<file path="src/design/crb_pkg.sv">
// Shared types and constants for the cubic root bisection block.
// Used by every module of the block; depends on nothing.
`timescale 1ns / 1ps
package crb_pkg;

	localparam int COEF_W   = 32;
	localparam int CFG_W    = 16;
	localparam int ROOT_W   = 32;
	localparam int LEFT_W   = 8;
	localparam int STEP_W   = 6;

	localparam logic [1:0] REG_TOLERANCE  = 2'd0;
	localparam logic [1:0] REG_SCAN_START = 2'd1;
	localparam logic [1:0] REG_SCAN_END   = 2'd2;
	localparam logic [1:0] REG_ITER_LIMIT = 2'd3;

	localparam logic [15:0] RST_TOLERANCE  = 16'd66;
	localparam logic [7:0]  RST_SCAN_START = 8'h9C;
	localparam logic [7:0]  RST_SCAN_END   = 8'h64;
	localparam logic [5:0]  RST_ITER_LIMIT = 6'd40;

	typedef enum logic [1:0] {
		OUT_CONVERGED = 2'd0,
		OUT_NO_SIGN   = 2'd1,
		OUT_LIMIT     = 2'd2
	} outcome_t;

	typedef struct packed {
		logic signed [COEF_W-1:0] a;
		logic signed [COEF_W-1:0] b;
		logic signed [COEF_W-1:0] c;
		logic signed [COEF_W-1:0] d;
	} coef_set_t;

	typedef struct packed {
		coef_set_t coef;
		logic      empty_range;
	} job_t;

	typedef struct packed {
		logic [15:0]       tolerance;
		logic signed [7:0] scan_start;
		logic signed [7:0] scan_end;
		logic [5:0]        iter_limit;
	} cfg_t;

	typedef struct packed {
		logic neg;
		logic zero;
	} sign_t;

	typedef struct packed {
		logic signed [ROOT_W-1:0] root;
		logic signed [LEFT_W-1:0] bracket;
		logic [STEP_W-1:0]        steps;
		outcome_t                 outcome;
	} result_t;

endpackage

</file>
<file path="src/design/crb_front.sv">
// Front end: accepts coefficient transactions and flags empty scan ranges.
// Depends on crb_pkg.
`timescale 1ns / 1ps
module crb_front (
	input  logic              in_valid,
	output logic              in_stall,
	input  crb_pkg::coef_set_t coef,
	input  crb_pkg::cfg_t     cfg,
	input  logic              q_full,
	output logic              q_push,
	output crb_pkg::job_t     q_data
);
	import crb_pkg::*;

	assign in_stall           = q_full;
	assign q_push             = in_valid & ~q_full;
	assign q_data.coef        = coef;
	assign q_data.empty_range = !(cfg.scan_start < cfg.scan_end);

endmodule

</file>
<file path="config.mk">
export PLATFORM = sky130hd
export DESIGN_NAME = crb_front
export DESIGN_NICKNAME = d
export VERILOG_FILES = /design/src/design/crb_pkg.sv /design/src/design/crb_front.sv
export SDC_FILE = /design/constraint.sdc
export NUM_CORES = 1
export LEC_CHECK = 0
export BUFFER_PORTS_ARGS = -buffer_cell sky130_fd_sc_hd__buf_2
export CAP_MARGIN = 10
export CORE_AREA = 2 2 116 118
export DETAILED_ROUTE_END_ITERATION = 10
export DIE_AREA = 0 0 118 120
export PLACE_DENSITY = 0.39
export SYNTH_ARGS = -nofsm -noshare
export SYNTH_HDL_FRONTEND = slang
export SYNTH_SLANG_ARGS = --single-unit
</file>
<file path="constraint.sdc">
create_clock -name vclk -period 2.5
set_input_delay 0.5 -clock vclk [all_inputs]
set_output_delay 0.5 -clock vclk [all_outputs]
set_load 0.005 [all_outputs]
</file>
* After elaboration in Yosys (flattened, before gate mapping) *
Cells that the tools add are included.

storage, ports and cells
  input port bits = 168
  output and inout bits = 131
  logic and storage cells = 4
  register bits = 0

cells by class
  magnitude comparators = 1
  reduce and logical (&&, ||, !) cells = 1
  bitwise gates (word level) = 2

operators by type and width
  kind                        count
  less-than comparator 8 bit  1
  AND 1 bit                   1
  logical NOT 1 bit           1
  inverter 1 bit              1

* Longest topological paths before layout *
Gate-level depths: netlist (run 1).

  word-level depth = 2
  mapped depth = 5
  gate-level depth less buffers = 5

* Worst setup path before layout (run 1) *
No wires, ideal clock.

  path kind = input to output
  start point = input cfg[13] (netlist bit)
  end point = output q_data[0] (netlist bit)
  buffers on the path = 0
  data arrival time = 1.307 ns
  stages on the path = 5
  slack = 0.693 ns
  required time = 2.000 ns
  path through = inv_1 -> ha_1 -> a41oi_1 -> and3_1 -> o32ai_2

RTL lines
  what             RTL line         source
  start, declared  crb_front.sv:8   input crb_pkg::cfg_t cfg,
  end, declared    crb_front.sv:11  output crb_pkg::job_t q_data

==> results of run 1 <==
[routing by layer]
metal | vias to the layer above | wire (um)
li1 | 133 | -
met1 | 136 | 340
met2 | 97 | 1020
met3 | 48 | 847
met4 | 0 | 283
met5 | - | 0
[worst max-delay path, cell delays in order]
cell and delay (ns):
buf_2 0.08, inv_1 0.03, ha_1 0.32, a41oi_1 0.24, and3_1 0.20, o32ai_2 0.06, buf_2 0.14
[cell families (layout without fill, tap and decap cells)]
family / after synthesis / in the layout / share of synthesized area (%)
adders and majority gates: 7 / 7 / 7.37
buffers and inverters: 136 / 28 / 83.7
AOI/OAI and AO/OA: 5 / 5 / 5.26
and+or+nand+nor: 6 / 6 / 3.68
[cell usage after synthesis]
master	number
o32ai_2	1
a21oi_1	1
a2111oi_4	1
nor2b_1	1
ha_1	7
o21ai_1	1
buf_4	129
nand2b_4	1
nor3_1	1
and3_1	1
nor2_1	1
inv_1	7
a41oi_1	1
and4_1	1
[cell type report]
cell class | instances | area (um2) | area share [%]
inverter | 7 | 26.3 | 4.82
multi-input combinational | 18 | 194 | 35.6
tap | 176 | 220 | 40.4
timing repair buffer | 21 | 105 | 19.3
[power groups by stage]
stage	logic [mW]	clock network [mW]	registers, mW
after floorplan	0.197	0	0
after CTS	0.0543	0	0
final	0.0530	0	0
after global routing	0.0609	0	0
after detailed placement	0.0539	0	0
after global placement	0.0532	0	0
[path summary, 6_finish.rpt]
check                  from          end  slack [ns]  cells past startpoint
hold / removal    coef[118]  q_data[119]        1.00                      0
setup / recovery    cfg[13]    q_data[0]        0.43                      7
[metrics by stage]
step                      hold slack [ns]  cell area, um2
final                                1.00             546
after global routing                 1.00             546
after CTS                            1.00             546
after detailed placement             1.00             546
after global placement               1.00             546
after floorplan                      1.03            1190
==> out/results.txt, run 1 <==
Initial drt markers -> 6
Power Dens Cells -> 97.1 nW/um2
Layout cell share with drive strength beyond 1 -> 52.2%
Cell variety after synth -> 14
Sw Pwr -> 23.3 uW
Total die area -> 14200 um2
Seq cells -> 0
Period minus WS final -> 2.07 ns
Diodes inserted -> 0
Crit Path Category -> in -> out
Comb pwr share -> 100.0%
Hold/Removal Path Class -> in -> out
Final Slew Violations -> 0
Post-synthesis instance total -> 154
Met3 usage -> 4.61%
Largest net degree at the start of global routing -> 5
Area Growth Syn to Fin -> -54.1%
Core Region -> 13000 um2
Int Pwr -> 29.6 uW
GRT Max-Usage Layer -> met2
CP required -> 2.00 ns
Congestion Overflow GR -> 0
Seq/Total Area, Yosys -> 0%
Total power -> 53.0 uW
Synthesized net count -> 329
CP startpoint kind -> input pin
YS warnings -> 0
Antenna Violating Nets Remaining -> 0
Setup TNS -> 0 ns
PortBufs -> 21
Nets -> 223
Max FO, Critical Path -> 4
Final setup fails -> 0
GR Util met2 -> 4.65%
Avg Cell Area, Syn -> 7.72 um2
Gr usage total -> 3.05%
First-pass DRT Iterations -> 2
Cells after DPL -> 222
Initial core utilization -> 9.16%
IO Count -> 299
Hold bufs inserted after CTS -> 0
DRC Markers -> 0
Period utilization -> 83.0%
Antenna violations before repair -> 0
Sw frac -> 44.0%
CTS resizes -> 0
Worst ir drop on vdd -> 0.0000109 V
Avg WL per Cell -> 11.2 um
RSZ-0062 raised after global routing -> no
Setup crit end kind -> primary output
Routability Congestion -> 0.660
Leak pwr -> 0.206 nW
Yosys top cell area share -> 81.5%
Final core utilization -> 4.20%
Routed WL -> 2.49 mm
Sequential power share -> 0%
Place WS -> 0.418 ns
Vias in the first global route -> 463
First-pass GRT wire length -> 3.19 mm
Fmax -> 0.482 GHz
Maxcap violations -> 0
Non-filler cells, final -> 222
Reg area -> 0 um2
Worst Max-Slew Pin Slew -> 0.274 ns
Die width -> 118 um
Post-CTS Setup Repair Bufs -> 0
Synth Cell Area -> 1190 um2
Via density -> 1.86
Die height -> 120 um
Most frequent cells in the layout -> buf_2 (21), inv_1 (7), ha_1 (7)
Slew HR -> 81.8%
Post-synth top area cell -> buf_4
Via count -> 414
Final hold vios -> 0
Met1 usage -> 1.00%
Largest cells by area after synthesis -> buf_4 (81%), ha_1 (7.4%), a2111oi_4 (2.3%)
CLK BUF -> 0
Cell Rows -> 42
Most common cell after layout, fill and taps aside -> buf_2
Clk pwr share -> 0%
CP arrival -> 1.57 ns
Status -> finished, final reports clean
Fillers -> 1552
Setup slack after layout -> 0.426 ns
(Power assumes the default switching activity.)
==> run 2, diff against run 1 <==
Settings changed: CORE_AREA 2 2 116 118 to 2 2 117 119, DIE_AREA 0 0 118 120 to 0 0 119 121, PLACE_DENSITY 0.39 to 0.4.
Clock period 2.5 ns to 1.71 ns, I/O delays scaled along.
==> out/results.txt, run 2 (synthesis results as in run 1) <==
Layout cell share with drive strength beyond 1 -> 78.7% (+27 points)
Final Slew Violations -> 0 (unchanged)
Gr usage total -> 2.47% (-0.58 points)
Reg area -> 0 um2 (unchanged)
Leak pwr -> 0.221 nW (+7.5%)
CLK BUF -> 0 (unchanged)
Largest net degree at the start of global routing -> 4 (-1)
Max FO, Critical Path -> 3 (-1)
Comb pwr share -> 100.0% (about the same)
Antenna Violating Nets Remaining -> 0 (unchanged)
Initial core utilization -> 9.08% (-0.074 points)
PortBufs -> 21 (unchanged)
Cell Rows -> 42 (unchanged)
Most common cell after layout, fill and taps aside -> buf_2
Slew HR -> 82.3% (+0.59 points)
Nets -> 224 (+0.45%)
Setup slack after layout -> 0.0251 ns (-0.401 ns)
Die height -> 121 um (+0.83%)
Clk pwr share -> 0% (unchanged)
RSZ-0062 raised after global routing -> yes
Area Growth Syn to Fin -> -43.2%
Diodes inserted -> 0 (unchanged)
CP required -> 1.37 ns (-0.63 ns)
Hold EP -> q_data[101]
Vias in the first global route -> 530 (+14%)
Met3 WL -> 562 um (-34%)
Die width -> 119 um (+0.85%)
Period utilization -> 98.5%
DRT met1 WL -> 197 um (-42%)
Maxcap violations -> 0 (unchanged)
Routability Congestion -> 0.621 (-5.9%)
CP startpoint kind -> input pin
Place WS -> -0.0540 ns (-0.472 ns)
Most frequent cells in the layout -> buf_2 (14), ha_4 (5), buf_6 (5), inv_2 (3)
Period minus WS final -> 1.68 ns
IO Count -> 299 (unchanged)
Initial drt markers -> 8 (+2)
Sw frac -> 39.8% (-4.2 points)
First-pass GRT wire length -> 2.78 mm (-13%)
Fillers -> 1528 (-1.5%)
Core Region -> 13100 um2 (+0.81%)
Setup crit end kind -> primary output
Sw Pwr -> 46.1 uW (+98%)
Fmax -> 0.594 GHz
Worst Max-Slew Pin Slew -> 0.265 ns (-0.00880 ns)
Avg WL per Cell -> 9.17 um (-18%)
Int Pwr -> 69.8 uW (+140%)
Power Dens Cells -> 172 nW/um2 (+77%)
Via count -> 441 (+6.5%)
Antenna violations before repair -> 0 (unchanged)
Hold_sp -> coef[100]
Congestion Overflow GR -> 0 (unchanged)
Seq cells -> 0 (unchanged)
Final setup fails -> 0 (unchanged)
Hold bufs inserted after CTS -> 0 (unchanged)
Final hold vios -> 0 (unchanged)
Via density -> 1.98 (+6.0%)
Worst ir drop on vdd -> 0.0000166 V (+52%)
Total die area -> 14400 um2 (+1.7%)
DRC Markers -> 0 (unchanged)
Crit Path Category -> in -> out
Status -> finished, final reports clean
CP arrival -> 1.34 ns (-0.23 ns)
Routed WL -> 2.05 mm (-18%)
Total power -> 116 uW (+120%)
Hold/Removal Path Class -> in -> out
First-pass DRT Iterations -> 2 (unchanged)
Met2 wire len -> 938 um (-8.3%)
Sequential power share -> 0% (unchanged)
Top sig layer -> met4
Hold path depth -> 0 (unchanged)
[run 2: changes by cell type in the layout (fill, tap and decap cells not counted), sizes merged]
cell / previous run / this run
buf: 21 / 22
[run 2: routing by layer]
layer  vias to the layer above  global-route usage [%]
met2                       100                    3.92
met5                         -                       0
met3                        48                    2.49
li1                        134                       -
met4                         0                    4.76
met1                       159                   0.625
[run 2: worst max-delay path by stage]
stage	from	endpoint	slack (ns)
after CTS	cfg[12]	q_data[0]	0.02
after detailed placement	cfg[12]	q_data[0]	-0.05
after floorplan	cfg[13]	q_data[0]	0.22
after global routing	cfg[18]	q_data[0]	-0.05
final	cfg[21]	q_data[0]	0.03
after global placement	cfg[12]	q_data[0]	-0.04
[run 2: worst max-delay path: stages]
cell and delay, ns:
buf_2 0.11, ha_4 0.27, and4_1 0.18, o21ai_2 0.06, o32ai_2 0.23, buf_2 0.15
[run 2: timing repair]
item                       4_1_cts  5_1_grt
pin swaps                        1        6
gates resized for setup          6       17
setup endpoints to repair        1        1
setup buffers                    0        0
[run 2: area by class of cell]
| cell class | count | area, um2 | area share (%) |
|---|---|---|---|
| inverter | 7 | 31.3 | 4.63 |
| multi-input combinational | 18 | 268 | 39.6 |
| tap | 176 | 220 | 32.6 |
| timing repair buffer | 22 | 156 | 23.1 |
[run 2: power by group through the flow]
stage	registers, mW	logic [mW]	clock network (mW)
after CTS	0	0.102	0
after global placement	0	0.0819	0
after floorplan	0	0.289	0
after detailed placement	0	0.0842	0
final	0	0.116	0
after global routing	0	0.129	0
[run 2: metrics by stage]
step | cell area (um2) | TNS [ns] | hold WS [ns] | utilization [%] | instances
after floorplan | 1190 | 0 | 0.714 | - | 154
after global placement | 553 | -0.0384 | 0.684 | 4.23 | 223
after detailed placement | 553 | -0.0540 | 0.684 | 4.23 | 223
after CTS | 611 | 0 | 0.684 | 4.67 | 223
after global routing | 676 | -0.0533 | 0.684 | 5.16 | 223
final | 676 | 0 | 0.684 | 5.16 | 223
==> run 3, diff against run 2 <==
Settings changed: BUFFER_PORTS_ARGS -buffer_cell sky130_fd_sc_hd__buf_2 to not set, DONT_BUFFER_PORTS set to 1, PLACE_DENSITY 0.4 to 0.3.
Clock period 1.71 ns to 2.05 ns, I/O delays scaled along.
==> out/results.txt, run 3 (synthesis results as in run 1) <==
Hold_sp -> q_full
Area Growth Syn to Fin -> -62.9%
Setup crit end kind -> primary output
Initial drt markers -> 1 (-7)
DRC Markers -> 0 (unchanged)
Period minus WS final -> 1.70 ns
Max FO, Critical Path -> 4 (+1)
Placed Area -> 440 um2 (-20%)
Core Region -> 13100 um2 (unchanged)
Multi-input gate area -> 194 um2 (-28%)
Die width -> 119 um (unchanged)
Layout cell share with drive strength beyond 1 -> 12.0% (-67 points)
Via density -> 1.79 (-9.4%)
Status -> finished, final reports clean
Die height -> 121 um (unchanged)
Worst Setup EP -> q_data[0]
Worst Max-Slew Pin Slew -> 0.272 ns (+0.00696 ns)
HPWL after DPL -> 1.43 mm
CP startpoint kind -> input pin
CTS resizes -> 0 (-6)
Routed WL -> 1.70 mm (-17%)
Avg WL per Cell -> 8.46 um (-7.7%)
Final Slew Violations -> 0 (unchanged)
Period utilization -> 82.9%
CP arrival -> 1.29 ns (-0.05 ns)
Congestion Overflow GR -> 0 (unchanged)
Setup slack after layout -> 0.350 ns (+0.325 ns)
Largest net degree at the start of global routing -> 5 (+1)
Post-CTS Setup Repair Bufs -> 0 (unchanged)
Routability Congestion -> 0.574 (-7.6%)
Nets -> 202 (-9.8%)
CLK BUF -> 0 (unchanged)
Final hold vios -> 0 (unchanged)
Cell Rows -> 42 (unchanged)
Total die area -> 14400 um2 (unchanged)
Antenna Violating Nets Remaining -> 0 (unchanged)
Worst ir drop on vdd -> 0.00000984 V (-41%)
Diodes inserted -> 0 (unchanged)
IO Count -> 299 (unchanged)
Power Dens Cells -> 97.5 nW/um2 (-43%)
Most frequent cells in the layout -> inv_1 (7), ha_1 (7)
Fmax -> 0.588 GHz
Antenna violations before repair -> 0 (unchanged)
Leak pwr -> 0.123 nW (-44%)
Via count -> 360 (-18%)
Vias in the first global route -> 403 (-24%)
Final core utilization -> 3.37% (-1.8 points)
Initial core utilization -> 9.08% (unchanged)
Place WS -> 0.353 ns (+0.407 ns)
Hold bufs inserted after CTS -> 0 (unchanged)
Reg area -> 0 um2 (unchanged)
Seq cells -> 0 (unchanged)
CP required -> 1.64 ns (+0.27 ns)
Gr usage total -> 2.07% (-0.40 points)
Hold/Removal Path Class -> in -> out
Final design instance area without fill -> 440 um2 (-35%)
First-pass GRT wire length -> 2.35 mm (-15%)
Fillers -> 1549 (+1.4%)
Final setup fails -> 0 (unchanged)
Crit path from -> cfg[13]
Slew HR -> 81.9% (-0.46 points)
First-pass DRT Iterations -> 2 (unchanged)
Total power -> 42.9 uW (-63%)
RSZ-0062 raised after global routing -> no
PortBufs -> 0 (-100%)
Crit Path Category -> in -> out
Maxcap violations -> 0 (unchanged)
Setup TNS -> 0 ns (unchanged)
run 3: cell types whose count changed in the layout (fill, tap and decap cells not counted), moves of 3 or more:
cell	previous run	this run
inv_1	2	7
inv_2	3	0
ha_1	2	7
ha_4	5	0
buf_6	5	0
buf_2	14	0
run 3: worst min path at each step:
stage,endpoint,cells after the start
floorplan,q_push,1
finish,in_stall,0
CTS,q_data[100],0
detailed placement,q_data[100],0
global placement,q_data[100],0
global route,q_data[119],0
run 3: stage by stage:
step / instances / hold WS [ns]
2_1_floorplan: 154 / 0.850
3_3_place_gp: 201 / 0.820
3_5_place_dp: 201 / 0.820
4_1_cts: 201 / 0.820
5_1_grt: 201 / 0.820
6_report: 201 / 0.820
run 3: where the power goes:
group,switching [mW],internal [mW]
clock,0,0
sequential,0,0
combinational,0.0213,0.0216
run 3: worst max-delay path, cell delays in order:
cell and delay [ns]:
inv_1 0.02, ha_1 0.32, a41oi_1 0.24, and3_1 0.21, o32ai_2 0.09
run 3: area by class of cell:
class | count | area share, %
tap | 176 | 50.0
inverter | 7 | 5.97
multi-input combinational | 18 | 44.0
run 3: routing by layer:
layer | vias to the layer above | wire [um] | GRT usage (%)
met5 | - | 0 | 0
met4 | 0 | 325 | 4.61
met3 | 48 | 386 | 1.60
met2 | 93 | 775 | 3.34
met1 | 129 | 213 | 0.540
li1 | 90 | - | -
