--- src/design/crb_pkg.sv ---
// Shared types and constants for the cubic root bisection block.
// Used by every module of the block; depends on nothing.
`timescale 1ns / 1ps
package crb_pkg;

	localparam int COEF_W   = 32;
	localparam int CFG_W    = 16;
	localparam int ROOT_W   = 32;
	localparam int LEFT_W   = 8;
	localparam int STEP_W   = 6;

	localparam logic [1:0] REG_TOLERANCE  = 2'd0;
	localparam logic [1:0] REG_SCAN_START = 2'd1;
	localparam logic [1:0] REG_SCAN_END   = 2'd2;
	localparam logic [1:0] REG_ITER_LIMIT = 2'd3;

	localparam logic [15:0] RST_TOLERANCE  = 16'd66;
	localparam logic [7:0]  RST_SCAN_START = 8'h9C;
	localparam logic [7:0]  RST_SCAN_END   = 8'h64;
	localparam logic [5:0]  RST_ITER_LIMIT = 6'd40;

	typedef enum logic [1:0] {
		OUT_CONVERGED = 2'd0,
		OUT_NO_SIGN   = 2'd1,
		OUT_LIMIT     = 2'd2
	} outcome_t;

	typedef struct packed {
		logic signed [COEF_W-1:0] a;
		logic signed [COEF_W-1:0] b;
		logic signed [COEF_W-1:0] c;
		logic signed [COEF_W-1:0] d;
	} coef_set_t;

	typedef struct packed {
		coef_set_t coef;
		logic      empty_range;
	} job_t;

	typedef struct packed {
		logic [15:0]       tolerance;
		logic signed [7:0] scan_start;
		logic signed [7:0] scan_end;
		logic [5:0]        iter_limit;
	} cfg_t;

	typedef struct packed {
		logic neg;
		logic zero;
	} sign_t;

	typedef struct packed {
		logic signed [ROOT_W-1:0] root;
		logic signed [LEFT_W-1:0] bracket;
		logic [STEP_W-1:0]        steps;
		outcome_t                 outcome;
	} result_t;

endpackage

--- src/design/crb_fifo.sv ---
// Two-entry queue between the front end and the sequencer.
// Depends on crb_pkg.
`timescale 1ns / 1ps
module crb_fifo (
	input  logic          clk,
	input  logic          arst_n,
	input  logic          push,
	input  crb_pkg::job_t push_data,
	output logic          full,
	input  logic          pop,
	output logic          not_empty,
	output crb_pkg::job_t pop_data
);
	import crb_pkg::*;

	job_t       mem_q [2];
	logic       wr_ptr_q;
	logic       rd_ptr_q;
	logic [1:0] count_q;

	assign full      = (count_q == 2'd2);
	assign not_empty = (count_q != 2'd0);
	assign pop_data  = mem_q[rd_ptr_q];

	always_ff @(posedge clk) begin
		if (push) begin
			mem_q[wr_ptr_q] <= push_data;
		end
	end

	always_ff @(posedge clk or negedge arst_n) begin
		if (!arst_n) begin
			wr_ptr_q <= 1'b0;
			rd_ptr_q <= 1'b0;
			count_q  <= 2'd0;
		end else begin
			if (push) begin
				wr_ptr_q <= ~wr_ptr_q;
			end
			if (pop) begin
				rd_ptr_q <= ~rd_ptr_q;
			end
			count_q <= count_q + {1'b0, push} - {1'b0, pop};
		end
	end

endmodule

--- config.mk ---
export PLATFORM = sky130hd
export DESIGN_NAME = crb_fifo
export DESIGN_NICKNAME = d
export VERILOG_FILES = /design/src/design/crb_pkg.sv /design/src/design/crb_fifo.sv
export SDC_FILE = /design/constraint.sdc
export NUM_CORES = 1
export LEC_CHECK = 0
export BUFFER_PORTS_ARGS = -buffer_cell sky130_fd_sc_hd__buf_2
export CORE_ASPECT_RATIO = 0.5
export CORE_MARGIN = 2
export CORE_UTILIZATION = 56
export DETAILED_ROUTE_END_ITERATION = 7
export PLACE_DENSITY = 0.87
export REMOVE_ABC_BUFFERS = 1
export SETUP_SLACK_MARGIN = 0.4
export SYNTH_ARGS = -nofsm -noshare
export SYNTH_HDL_FRONTEND = slang
export SYNTH_SLANG_ARGS = --single-unit
--- constraint.sdc ---
create_clock -name clk -period 11.8 [get_ports clk]
set_clock_uncertainty 0.15 [all_clocks]
set_input_delay 1.18 -clock clk [delete_from_list [all_inputs] [get_ports clk]]
set_output_delay 1.18 -clock clk [all_outputs]
set_load 0.03 [all_outputs]
==> Yosys cells after proc, flatten, opt, wreduce, memory -nomap -nowiden <==
Memories as Yosys holds them, arrays and structs flattened.
Index checks and enable logic that the tools add are counted.
{ "word_totals": {"ff_bits": 4, "mem_bits_rw": 258, "out_inout_bits": 131, "word_cells": 12, "n_memories": 1} }
{ "mem_list": {"columns": ["name", "words", "word_bits", "rd", "rd_clocked_by_memory_dff", "wr", "line_no", "source"], "rows": [
  ["mem_q", 2, 129, 1, 0, 1, "crb_fifo.sv:16", "job_t mem_q [2];"]
]} }
{ "classes": {"addsub": 2, "eq_ne": 1, "n_mux": 2, "bitwise_logic": 2, "n_reduce_logical": 1} }
{ "ops": {"columns": ["operator", "count"], "rows": [
  ["$add 2x1->2", 1],
  ["$eq 2x2->1 const B", 1],
  ["$mux 1", 2],
  ["$not 1->1", 2],
  ["$reduce_bool 2->1", 1],
  ["$sub 2x1->2", 1]
]} }

==> Depth between registers and ports, before layout <==
Gate-level depths: netlist of run 1.
{ "depth": {"depth_word": 2, "mapped_depth": 5} }

==> Worst setup path after synthesis of run 1 <==
Ideal clock, no wire load.
{ "synth_path": {"kind": "in2reg", "startpoint": "input push", "endpoint": "memory mem_q[0][0] (netlist bit), enable pin", "setup_time_ns": 0.634, "arrival_ns": 6.771, "required_ns": 11.016, "setup_slack_ns": 4.245, "path_stages": 1, "path_buffers": 0, "cell_sequence": "nor2b_1"} }
{ "synth_via": {"elab_chain_len": 2} }
{ "synth_rtl": {"columns": ["element", "line_no", "source"], "rows": [
  ["start, declared", "crb_fifo.sv:7", "input logic push,"],
  ["$mux 1", "crb_fifo.sv:26", "if (push) begin"],
  ["$mux 1 (not written as such)", "crb_fifo.sv:27", "mem_q[wr_ptr_q] <= push_data;"],
  ["end, declared", "crb_fifo.sv:16", null]
]} }
Every way passes these cells.

==> run metrics, run 1 <==
core area=16520 um2; Worst EP arrival=2.98 ns; CTS clk-pin slew, worst paths=0.06 ns; initial antenna violation count=2; Synth Instances=416; Die H=96.27 um; first-pass GRT wire length=26450 um; largest net degree at the start of global routing=76; Synth Register Bits=262; final slew viol count=0; Hold Path Class=in2async; vias in the first global route=5091; Overflow after GRT=0; gpl congestion=0.7259; Layout Nets=829; Crit Path Class=reg2out; Initial Utilization=0.5773; Crit path depth=3; CP bufs+invs=2; Yosys cell types=13; RSZ-0062 raised after global routing=false; Slowest-stage cell, CP=dfrtp_4; PortBufs=263; yosys warns=0; most frequent cells in the layout=buf_2, edfxtp_1, mux2_2; DP Area=11040 um2; status=finished clean; H-tree depth=1; cts-stage hold buffer count=0; Detailed Routing Iterations Pass 1=7; routed wire length per instance=19.81 um; commonest non-fill, non-tap cell in the layout=buf_2; Critical R2R Capture=mem_q[1][3]; CP peak stage delay=0.91 ns; crit start category=flop; post-route cell area=11760 um2; num rows=33; sequential area share after synthesis=0.8231; CTS buffer count=23; antenna-violating nets left=0; Setup crit end kind=primary output; Period minus WS final=4.308 ns; CTS resizes=0; Total Routing Usage GR=0.1945; share of layout cells above drive strength 1=0.6085; syn avg cell area=22.92 um2; die area=18150 um2; post-CTS setup buffer count=0; Max Clk Rate=0.2321 GHz; # IOs=264; worst-path cell chain=buf_4 > mux2_2 > buf_2; post-synth top area share=0.8126; Syn Std Cell Area=9534 um2; worst reg2reg path depth=2; Power Dens Cells=262.1 nW/um2; Top delay family on crit path=buffers and inverters; Final TNS setup=0 ns; Worst Setup Slack, final=7.492 ns; Fillers=1029; worst slew pin tran=0.9984 ns; Worst-Skew Late Latency=0.50 ns; Worst Path Required=10.47 ns; DRT iter0 DRCs=259; CTS tree=built; DRC Markers=0; Seq. cell area=7851 um2; area of the multi-input gates=1554 um2; Static Leak=4.446 nW; reg2reg setup slack=9.17 ns; Final period util=0.3651; vias per inst=5.236; beginning of the critical path=rd_ptr_q; total wire length=18600 um; Peak VDD IR=0.0001936 V; Worst Hold Margin=0.3220 ns; root buffer cell=clkbuf_16; CTS sink count=262; HPWL after DPL=12150 um; DP Worst Slack=8.010 ns; Fin. Hold Viols=0; worst-path maximum fanout=75; Die W=188.5 um; CP endpoint=pop_data[118]; Clock Path Buffers=3; Setup Viol. Count Final=0; Rel. slew slack=0.3344; main area contributors after synthesis=edfxtp_1, mux2_2, buf_6; Area Growth Syn to Fin=23.31%; Worst R2R Start=wr_ptr_q; Yosys top cell by area=edfxtp_1; overall power=3.081 mW; DR vias=4917; # Max-Cap Violations=0
## stage by stage
step,std cells,util
after floorplan,402,-
after global placement,896,0.6686
after detailed placement,896,0.6686
after CTS,937,0.7115
after global routing,939,0.7118
final,939,0.7118
## synth_stat cells
cell type  instances
and2_1             1
buf_2              3
buf_4              1
buf_6             10
dfrtp_1            4
edfxtp_1         258
ha_1               2
inv_1              2
mux2_2           129
nor2b_1            2
or2_2              1
xor2_1             2
xor3_1             1
## worst reg2reg max path: cells and delay by family (launching register included)
| family | cells | cell delay, ns |
|---|---|---|
| buffers and inverters | 1 | 0.88 |
| and+or+nand+nor | 1 | 0.71 |
| DFF | 1 | 0.44 |
## where the power goes
group          internal, mW  total (mW)  switching (mW)
clock network         0.404       0.712           0.309
registers              1.24        1.32          0.0788
logic                 0.360        1.05           0.693
total                  2.00        3.08            1.08
## worst min path at each step
stage,start,to
floorplan,wr_ptr_q,wr_ptr_q
global placement,wr_ptr_q,wr_ptr_q
detailed placement,wr_ptr_q,wr_ptr_q
CTS,arst_n,count_q[0]
global route,arst_n,count_q[0]
finish,arst_n,count_q[0]
## state kept, by name, indices dropped and copies added, names as in the netlist
register  count
mem_q       258
rd_ptr_q      1
count_q       2
wr_ptr_q      1
## logic make-up (layout without fill, tap and decap cells)
| logic type | count (synthesis) | in the layout | synth area share |
|---|---|---|---|
| DFF | 262 | 262 | 0.8231 |
| adders and majority gates | 2 | 2 | 0.002624 |
| other | 0 | 2 | 0 |
| xor gates and xnor gates | 3 | 3 | 0.004331 |
| buffers and inverters | 16 | 310 | 0.01496 |
| and+or+nand+nor | 4 | 4 | 0.002625 |
| muxes | 129 | 129 | 0.1524 |
## metal layers
| layer | wire length, um | track usage |
|---|---|---|
| met1 | 6765 | 0.2120 |
| met2 | 10230 | 0.3735 |
| met3 | 870 | 0.04192 |
| met4 | 732 | 0.08724 |
| met5 | 0 | 0 |
## final cells by class
type	count	area share
clock inverters	12	0.009366
inverters	2	0.0006386
diodes	2	0.0004257
repair buffers	267	0.1145
multi-input cells	138	0.1322
flip-flops and latches	262	0.6678
clock buffers	29	0.05087
well taps	227	0.02416
No activity file was read; power rests on OpenSTA's default activity.
==> inputs of run 2 (changes only) <==
--- a/config.mk
+++ b/config.mk
@@ -5,12 +5,13 @@
 export SDC_FILE = /design/constraint.sdc
 export NUM_CORES = 1
 export LEC_CHECK = 0
+export ABC_AREA = 1
 export BUFFER_PORTS_ARGS = -buffer_cell sky130_fd_sc_hd__buf_2
 export CORE_ASPECT_RATIO = 0.5
 export CORE_MARGIN = 2
-export CORE_UTILIZATION = 56
+export CORE_UTILIZATION = 48
 export DETAILED_ROUTE_END_ITERATION = 7
-export PLACE_DENSITY = 0.87
+export PLACE_DENSITY = 0.78
 export REMOVE_ABC_BUFFERS = 1
 export SETUP_SLACK_MARGIN = 0.4
 export SYNTH_ARGS = -nofsm -noshare
==> constraint.sdc (replaced) <==
create_clock -name clk -period 3.5 [get_ports clk]
set_clock_uncertainty 0.15 [all_clocks]
set_input_delay 0.35 -clock clk [delete_from_list [all_inputs] [get_ports clk]]
set_output_delay 0.35 -clock clk [all_outputs]
set_load 0.03 [all_outputs]
==> run metrics, run 2 <==
status=finished clean (unchanged); routed wire length per instance=16.19 um (was 19.81 um); vias per inst=4.835 (was 5.236); Fin. Hold Viols=0 (unchanged); Hold Path Class=in2async (unchanged); Synth Register Bits=262 (unchanged); DRT iter0 DRCs=418 (was 259); Setup crit end kind=primary output (unchanged); core area=20690 um2 (was 16520 um2); post-CTS setup buffer count=0 (unchanged); Overflow after GRT=0 (unchanged); RSZ-0062 raised after global routing=false (unchanged); initial antenna violation count=2 (unchanged); total wire length=22530 um (was 18600 um); internal power=6.927 mW (was 2.001 mW); Crit Path Class=reg2out (unchanged); DRC Markers=0 (unchanged); crit start category=flop (unchanged); Worst-Skew Late Latency=0.50 ns (about the same); Yosys cell types=18 (was 13); DP Worst Slack=1.472 ns (was 8.010 ns); post-route cell area=13850 um2 (was 11760 um2); DP Cell Count=1215 (was 896); CTS sink count=262 (unchanged); Reg power frac=0.379 (was 0.427); Simple-Gate Fraction of Synth Area=0.05364 (was 0.002625); Peak VDD IR=0.0005810 V (was 0.0001936 V); area of the multi-input gates=1582 um2 (was 1554 um2); final slew viol count=0 (unchanged); Worst Setup Slack, final=0.8736 ns (was 7.492 ns); Top Registers=mem_q: 258 flops, count_q: 2 flops (unchanged); syn avg cell area=14.62 um2 (was 22.92 um2); post-synth top area share=0.7584 (was 0.8126); Die H=107.2 um (was 96.27 um); sequential area share after synthesis=0.7682 (was 0.8231); Top reg by flops=mem_q (unchanged); main combinational cell family by area after synthesis=compound AO/OA/AOI/OAI gates (was multiplexers); # Max-Cap Violations=0 (unchanged); root buffer cell=clkbuf_16 (unchanged); Power Dens Cells=838.4 nW/um2 (was 262.1 nW/um2); most frequent cell after synthesis=edfxtp_1 (unchanged); clock share of power=0.220 (was 0.231); reg2reg setup slack=1.59 ns (was 9.17 ns); Period minus WS final=2.626 ns; xor and xnor fraction of the mapped netlist area=0.001715 (was 0.004331); main area contributors after synthesis=edfxtp_1, o21ai_2, inv_1 (was edfxtp_1, mux2_2, buf_6); Max Clk Rate=0.3807 GHz; Area Growth Syn to Fin=35.62% (was 23.31%); Setup Viol. Count Final=0 (unchanged); Seq. cell area=7851 um2 (unchanged); yosys warns=0 (unchanged); gpl congestion=0.8141 (was 0.7259); Synth Flop Type=edfxtp_1 (unchanged); commonest cells in the netlist=edfxtp_1, inv_1, nand2_1, o21ai_2, o21ai_0 (was edfxtp_1, mux2_2, buf_6, dfrtp_1, buf_2); Worst Hold Margin=0.04972 ns (was 0.3220 ns); first-pass GRT wire length=33950 um (was 26450 um); share of layout cells above drive strength 1=0.3653 (was 0.6085); adder-cell share of the synthesized area=0.002449 (was 0.002625); Final TNS setup=0 ns (unchanged); most frequent cells in the layout=buf_2, edfxtp_1, inv_1 (was buf_2, edfxtp_1, mux2_2); Synth Instances=699 (was 416); worst slew pin tran=0.6651 ns (was 0.9984 ns); ys async rst share=0.01527 (unchanged); Worst Path Required=3.00 ns (was 10.47 ns); Finished Layout Cells=1392 (was 939); Critical R2R Capture=mem_q[1][92] (was mem_q[1][3]); DP Area=11770 um2 (was 11040 um2); num rows=37 (was 33); Clock Path Buffers=3 (unchanged); largest net degree at the start of global routing=107 (was 76); Static Leak=5.886 nW (was 4.446 nW); worst-path maximum fanout=52 (was 75); vias in the first global route=6949 (was 5091); Initial Utilization=0.4937 (was 0.5773); antenna-violating nets left=0 (unchanged); fin util=0.6695 (was 0.7118); Total Routing Usage GR=0.1952 (was 0.1945); DR vias=6730 (was 4917); Rel. slew slack=0.5566 (was 0.3344); PortBufs=263 (unchanged); Detailed Routing Iterations Pass 1=5 (was 7); EDFF count, synth=258 (unchanged); die area=22540 um2 (was 18150 um2); Final period util=0.7504; mux cell area share after synthesis=0 (was 0.1524); Layout Nets=1235 (was 829); Worst R2R Start=wr_ptr_q (unchanged); HPWL after DPL=13810 um (was 12150 um); max FFs per register=258 (unchanged); H-tree depth=1 (unchanged); Die W=210.3 um (was 188.5 um); Combinational Power Share=0.401 (was 0.342); Yosys top cell by area=edfxtp_1 (unchanged); worst reg2reg path depth=3 (was 2); CTS tree=built (unchanged); beginning of the critical path=rd_ptr_q (unchanged); Worst EP arrival=2.13 ns (was 2.98 ns); Syn Std Cell Area=10220 um2 (was 9534 um2); Switching Fraction=0.4037 (was 0.3505); commonest non-fill, non-tap cell in the layout=buf_2 (unchanged); overall power=11.62 mW (was 3.081 mW); # IOs=264 (unchanged); CTS clk-pin slew, worst paths=0.06 ns (about the same); compound-gate portion of the synthesized area=0.09626 (was 0); P_sw=4.689 mW (was 1.080 mW); CTS buffer count=24 (was 23); Fillers=1384 (was 1029)
run 2: cell count changes after synthesis, moves of 3 or more:
| cell | delta |
|---|---|
| clkbuf_1 | +3 |
| o21ai_0 | +30 |
| inv_1 | +134 |
| buf_4 | +6 |
| nand2_1 | +126 |
| nand2_2 | +10 |
| o21ai_1 | +9 |
| o21ai_2 | +90 |
| buf_6 | +6 |
| mux2_2 | -129 |
run 2: power by group through the flow:
stage	clock (mW)	sequential, mW	combinational (mW)
floorplan	0	4.68	2.25
global placement	0	4.44	4.44
detailed placement	0	4.47	4.52
CTS	2.61	4.40	4.66
global route	2.72	4.46	4.94
finish	2.55	4.41	4.66
run 2: layout make-up:
cell class	instances	area share
diodes	2	0.0003612
clock buffers	31	0.04678
clock inverters	12	0.007857
inverters	136	0.03703
multi-input cells	272	0.1142
flip-flops and latches	262	0.5667
well taps	273	0.02465
repair buffers	404	0.2025
run 2: repair_timing:
action | CTS | global route
gates resized for setup | 0 | 0
hold buffers | 132 | 0
hold endpoints to repair | 265 | 0
run 2: kinds of logic (layout without fill, tap and decap cells):
kind of cell               count (synthesis)  after routing
xor gates and xnor gates                   2              2
AOI/OAI and AO/OA                        129            129
other                                      0              2
buffers and inverters                    165            583
DFF                                      262            262
and+or+nand+nor                          139            139
adders and majority gates                  2              2
run 2: worst max-delay path by stage:
stage / endpoint / slack [ns] / cells past startpoint
final: pop_data[37] / 0.87 / 4
after global routing: pop_data[37] / 0.77 / 4
after CTS: pop_data[32] / 0.91 / 4
after detailed placement: pop_data[32] / 1.47 / 4
after global placement: pop_data[39] / 1.51 / 4
after floorplan: pop_data[17] / -4.49 / 1
run 2: critical path, cell delays in order (launching register included):
cell     delay (ns)
dfrtp_4        0.78
buf_12         0.32
nand2_1        0.12
o21ai_0        0.14
buf_2          0.26
run 2: routing by layer:
layer	GRT usage	wire (um)
met1	0.2056	8298
met2	0.3711	12230
met3	0.03925	883
met4	0.1049	1124
met5	0	0
==> inputs of run 3 (changes only) <==
--- a/config.mk
+++ b/config.mk
@@ -9,9 +9,9 @@
 export BUFFER_PORTS_ARGS = -buffer_cell sky130_fd_sc_hd__buf_2
 export CORE_ASPECT_RATIO = 0.5
 export CORE_MARGIN = 2
-export CORE_UTILIZATION = 48
+export CORE_UTILIZATION = 53
 export DETAILED_ROUTE_END_ITERATION = 7
-export PLACE_DENSITY = 0.78
+export PLACE_DENSITY = 0.82
 export REMOVE_ABC_BUFFERS = 1
 export SETUP_SLACK_MARGIN = 0.4
 export SYNTH_ARGS = -nofsm -noshare
==> constraint.sdc (replaced) <==
create_clock -name clk -period 2.53 [get_ports clk]
set_clock_uncertainty 0.15 [all_clocks]
set_input_delay 0.253 -clock clk [delete_from_list [all_inputs] [get_ports clk]]
set_output_delay 0.253 -clock clk [all_outputs]
set_load 0.03 [all_outputs]
==> run metrics, run 3 (synthesized netlist as in run 2, its figures left out) <==
largest net degree at the start of global routing=67 (was 107); Worst-Skew Late Latency=0.50 ns (about the same); vias per inst=5.251 (was 4.835); # Max-Cap Violations=0 (unchanged); beginning of the critical path=rd_ptr_q (unchanged); routed wire length per instance=22.19 um (was 16.19 um); Overflow after GRT=0 (unchanged); Worst EP arrival=1.83 ns (was 2.13 ns); Worst Path Required=2.13 ns (was 3.00 ns); worst-path maximum fanout=9 (was 52); Top Registers=mem_q: 258 flops, count_q: 2 flops (unchanged); Worst R2R Start=wr_ptr_q (unchanged); Critical R2R Capture=mem_q[0][114] (was mem_q[1][92]); DRC Markers=0 (unchanged); Rel. slew slack=0.7626 (was 0.5566); core area=18660 um2 (was 20690 um2); Peak VDD IR=0.0007648 V (was 0.0005810 V); Clock Path Buffers=3 (unchanged); share of layout cells above drive strength 1=0.4291 (was 0.3653); Period minus WS final=2.229 ns; Max Clk Rate=0.4486 GHz; reg2reg setup slack=0.87 ns (was 1.59 ns); H-tree depth=1 (unchanged); Detailed Routing Iterations Pass 1=5 (unchanged); Top reg by flops=mem_q (unchanged); Hold Path Class=in2reg (was in2async); initial antenna violation count=2 (unchanged); most frequent cells in the layout=edfxtp_1, buf_2, inv_1 (was buf_2, edfxtp_1, inv_1); worst slew pin tran=0.3561 ns (was 0.6651 ns); worst reg2reg path depth=2 (was 3); Layout Nets=1263 (was 1235); CTS tree=built (unchanged); Worst Hold Margin=0.3065 ns (was 0.04972 ns); CP endpoint=pop_data[31] (was pop_data[37]); num rows=35 (was 37); Setup crit end kind=primary output (unchanged); antenna-violating nets left=0 (unchanged); DR vias=7367 (was 6730); CTS clk-pin slew, worst paths=0.07 ns (was 0.06 ns); final slew viol count=0 (unchanged); PortBufs=263 (unchanged); DP Worst Slack=0.6222 ns (was 1.472 ns); total wire length=31130 um (was 22530 um); Static Leak=6.377 nW (was 5.886 nW); Initial Utilization=0.5476 (was 0.4937); commonest non-fill, non-tap cell in the layout=edfxtp_1 (was buf_2); # IOs=264 (unchanged); CTS sink count=262 (unchanged); Crit Path Class=reg2out (unchanged); status=finished clean (unchanged); Die W=200.3 um (was 210.3 um); CTS buffer count=23 (was 24); Fin. Hold Viols=0 (unchanged); vias in the first global route=7273 (was 6949); Finished Layout Cells=1403 (was 1392); Final period util=0.8811; Total Routing Usage GR=0.2425 (was 0.1952); max FFs per register=258 (unchanged); first-pass GRT wire length=38000 um (was 33950 um); gpl congestion=0.7621 (was 0.8141); DRT iter0 DRCs=506 (was 418); RSZ-0062 raised after global routing=true (was false); DP Cell Count=1214 (was 1215); crit start category=flop (unchanged); Area Growth Syn to Fin=50.01% (was 35.62%); die area=20470 um2 (was 22540 um2); root buffer cell=clkbuf_16 (unchanged); fin util=0.8215 (was 0.6695); Worst Setup Slack, final=0.3009 ns (was 0.8736 ns); Setup Viol. Count Final=0 (unchanged); HPWL after DPL=13850 um (was 13810 um); Power Dens Cells=1245 nW/um2 (was 838.4 nW/um2); Die H=102.2 um (was 107.2 um)
run 3: cell types whose count changed in the layout (fill, tap and decap cells not counted), moves of 3 or more:
cell / delta
buf_16: +3
buf_2: -117
buf_4: +21
buf_6: +112
buf_8: +3
clkbuf_16: +3
nand2_1: -26
nand2_2: +25
o21ai_0: -30
o21ai_2: -5
o21ai_4: +36
run 3: power by group:
group | internal [mW] | total (mW) | leakage (nW) | switching [mW]
Sequential | 5.76 | 6.07 | 2.47 | 0.309
Clock | 1.77 | 3.34 | 0.330 | 1.57
Combinational | 3.72 | 9.66 | 3.58 | 5.94
run 3: stage by stage:
step / TNS, ns / total power, mW / area [um2]
after floorplan: -1232.52 / 8.985 / 9932
after detailed placement: 0 / 12.57 / 11850
after CTS: 0 / 16.64 / 14190
after global placement: 0 / 12.39 / 11850
after global routing: 0 / 19.72 / 15320
final: 0 / 19.07 / 15320
run 3: per-layer routing:
layer,track usage,share of wire,vias up
li1,-,-,3230
met1,0.2658,0.36,3623
met2,0.4677,0.53,387
met3,0.04018,0.061,127
met4,0.1248,0.050,0
met5,0,0,-
run 3: worst min-delay path by stage:
stage	from	endpoint	slack [ns]	cells after the start
4_1_cts	push_data[11]	mem_q[1][11]	0.29	2
3_5_place_dp	arst_n	count_q[0]	-0.08	1
6_report	push_data[85]	mem_q[1][85]	0.31	2
3_3_place_gp	arst_n	count_q[0]	-0.08	1
5_1_grt	push_data[11]	mem_q[0][11]	0.30	2
2_1_floorplan	arst_n	count_q[0]	-0.19	0
run 3: cell type report:
cell class | instances | area (um2)
clock inverters | 12 | 81.33
clock buffers | 27 | 590.6
flip-flops and latches | 262 | 7851
repair buffers | 433 | 3921
fillers | 860 | 3331
diodes | 2 | 5.005
inverters | 136 | 513.0
well taps | 259 | 324.1
multi-input cells | 272 | 2038
run 3: repair_timing:
action                                  in CTS  in global routing
buffers inserted                             2                  1
cloned                                       1                 11
endpoints found under the hold margin      265                  0
resized for setup                          105                301
hold buffers                               133                  0
endpoints found under the setup margin     118                119
pin swaps                                    0                 18
run 3: worst max-delay path: stages, from the launching register on:
cell and delay, ns:
dfrtp_4 0.55, buf_12 0.19, clkbuf_16 0.19, o21ai_1 0.19, buf_4 0.19
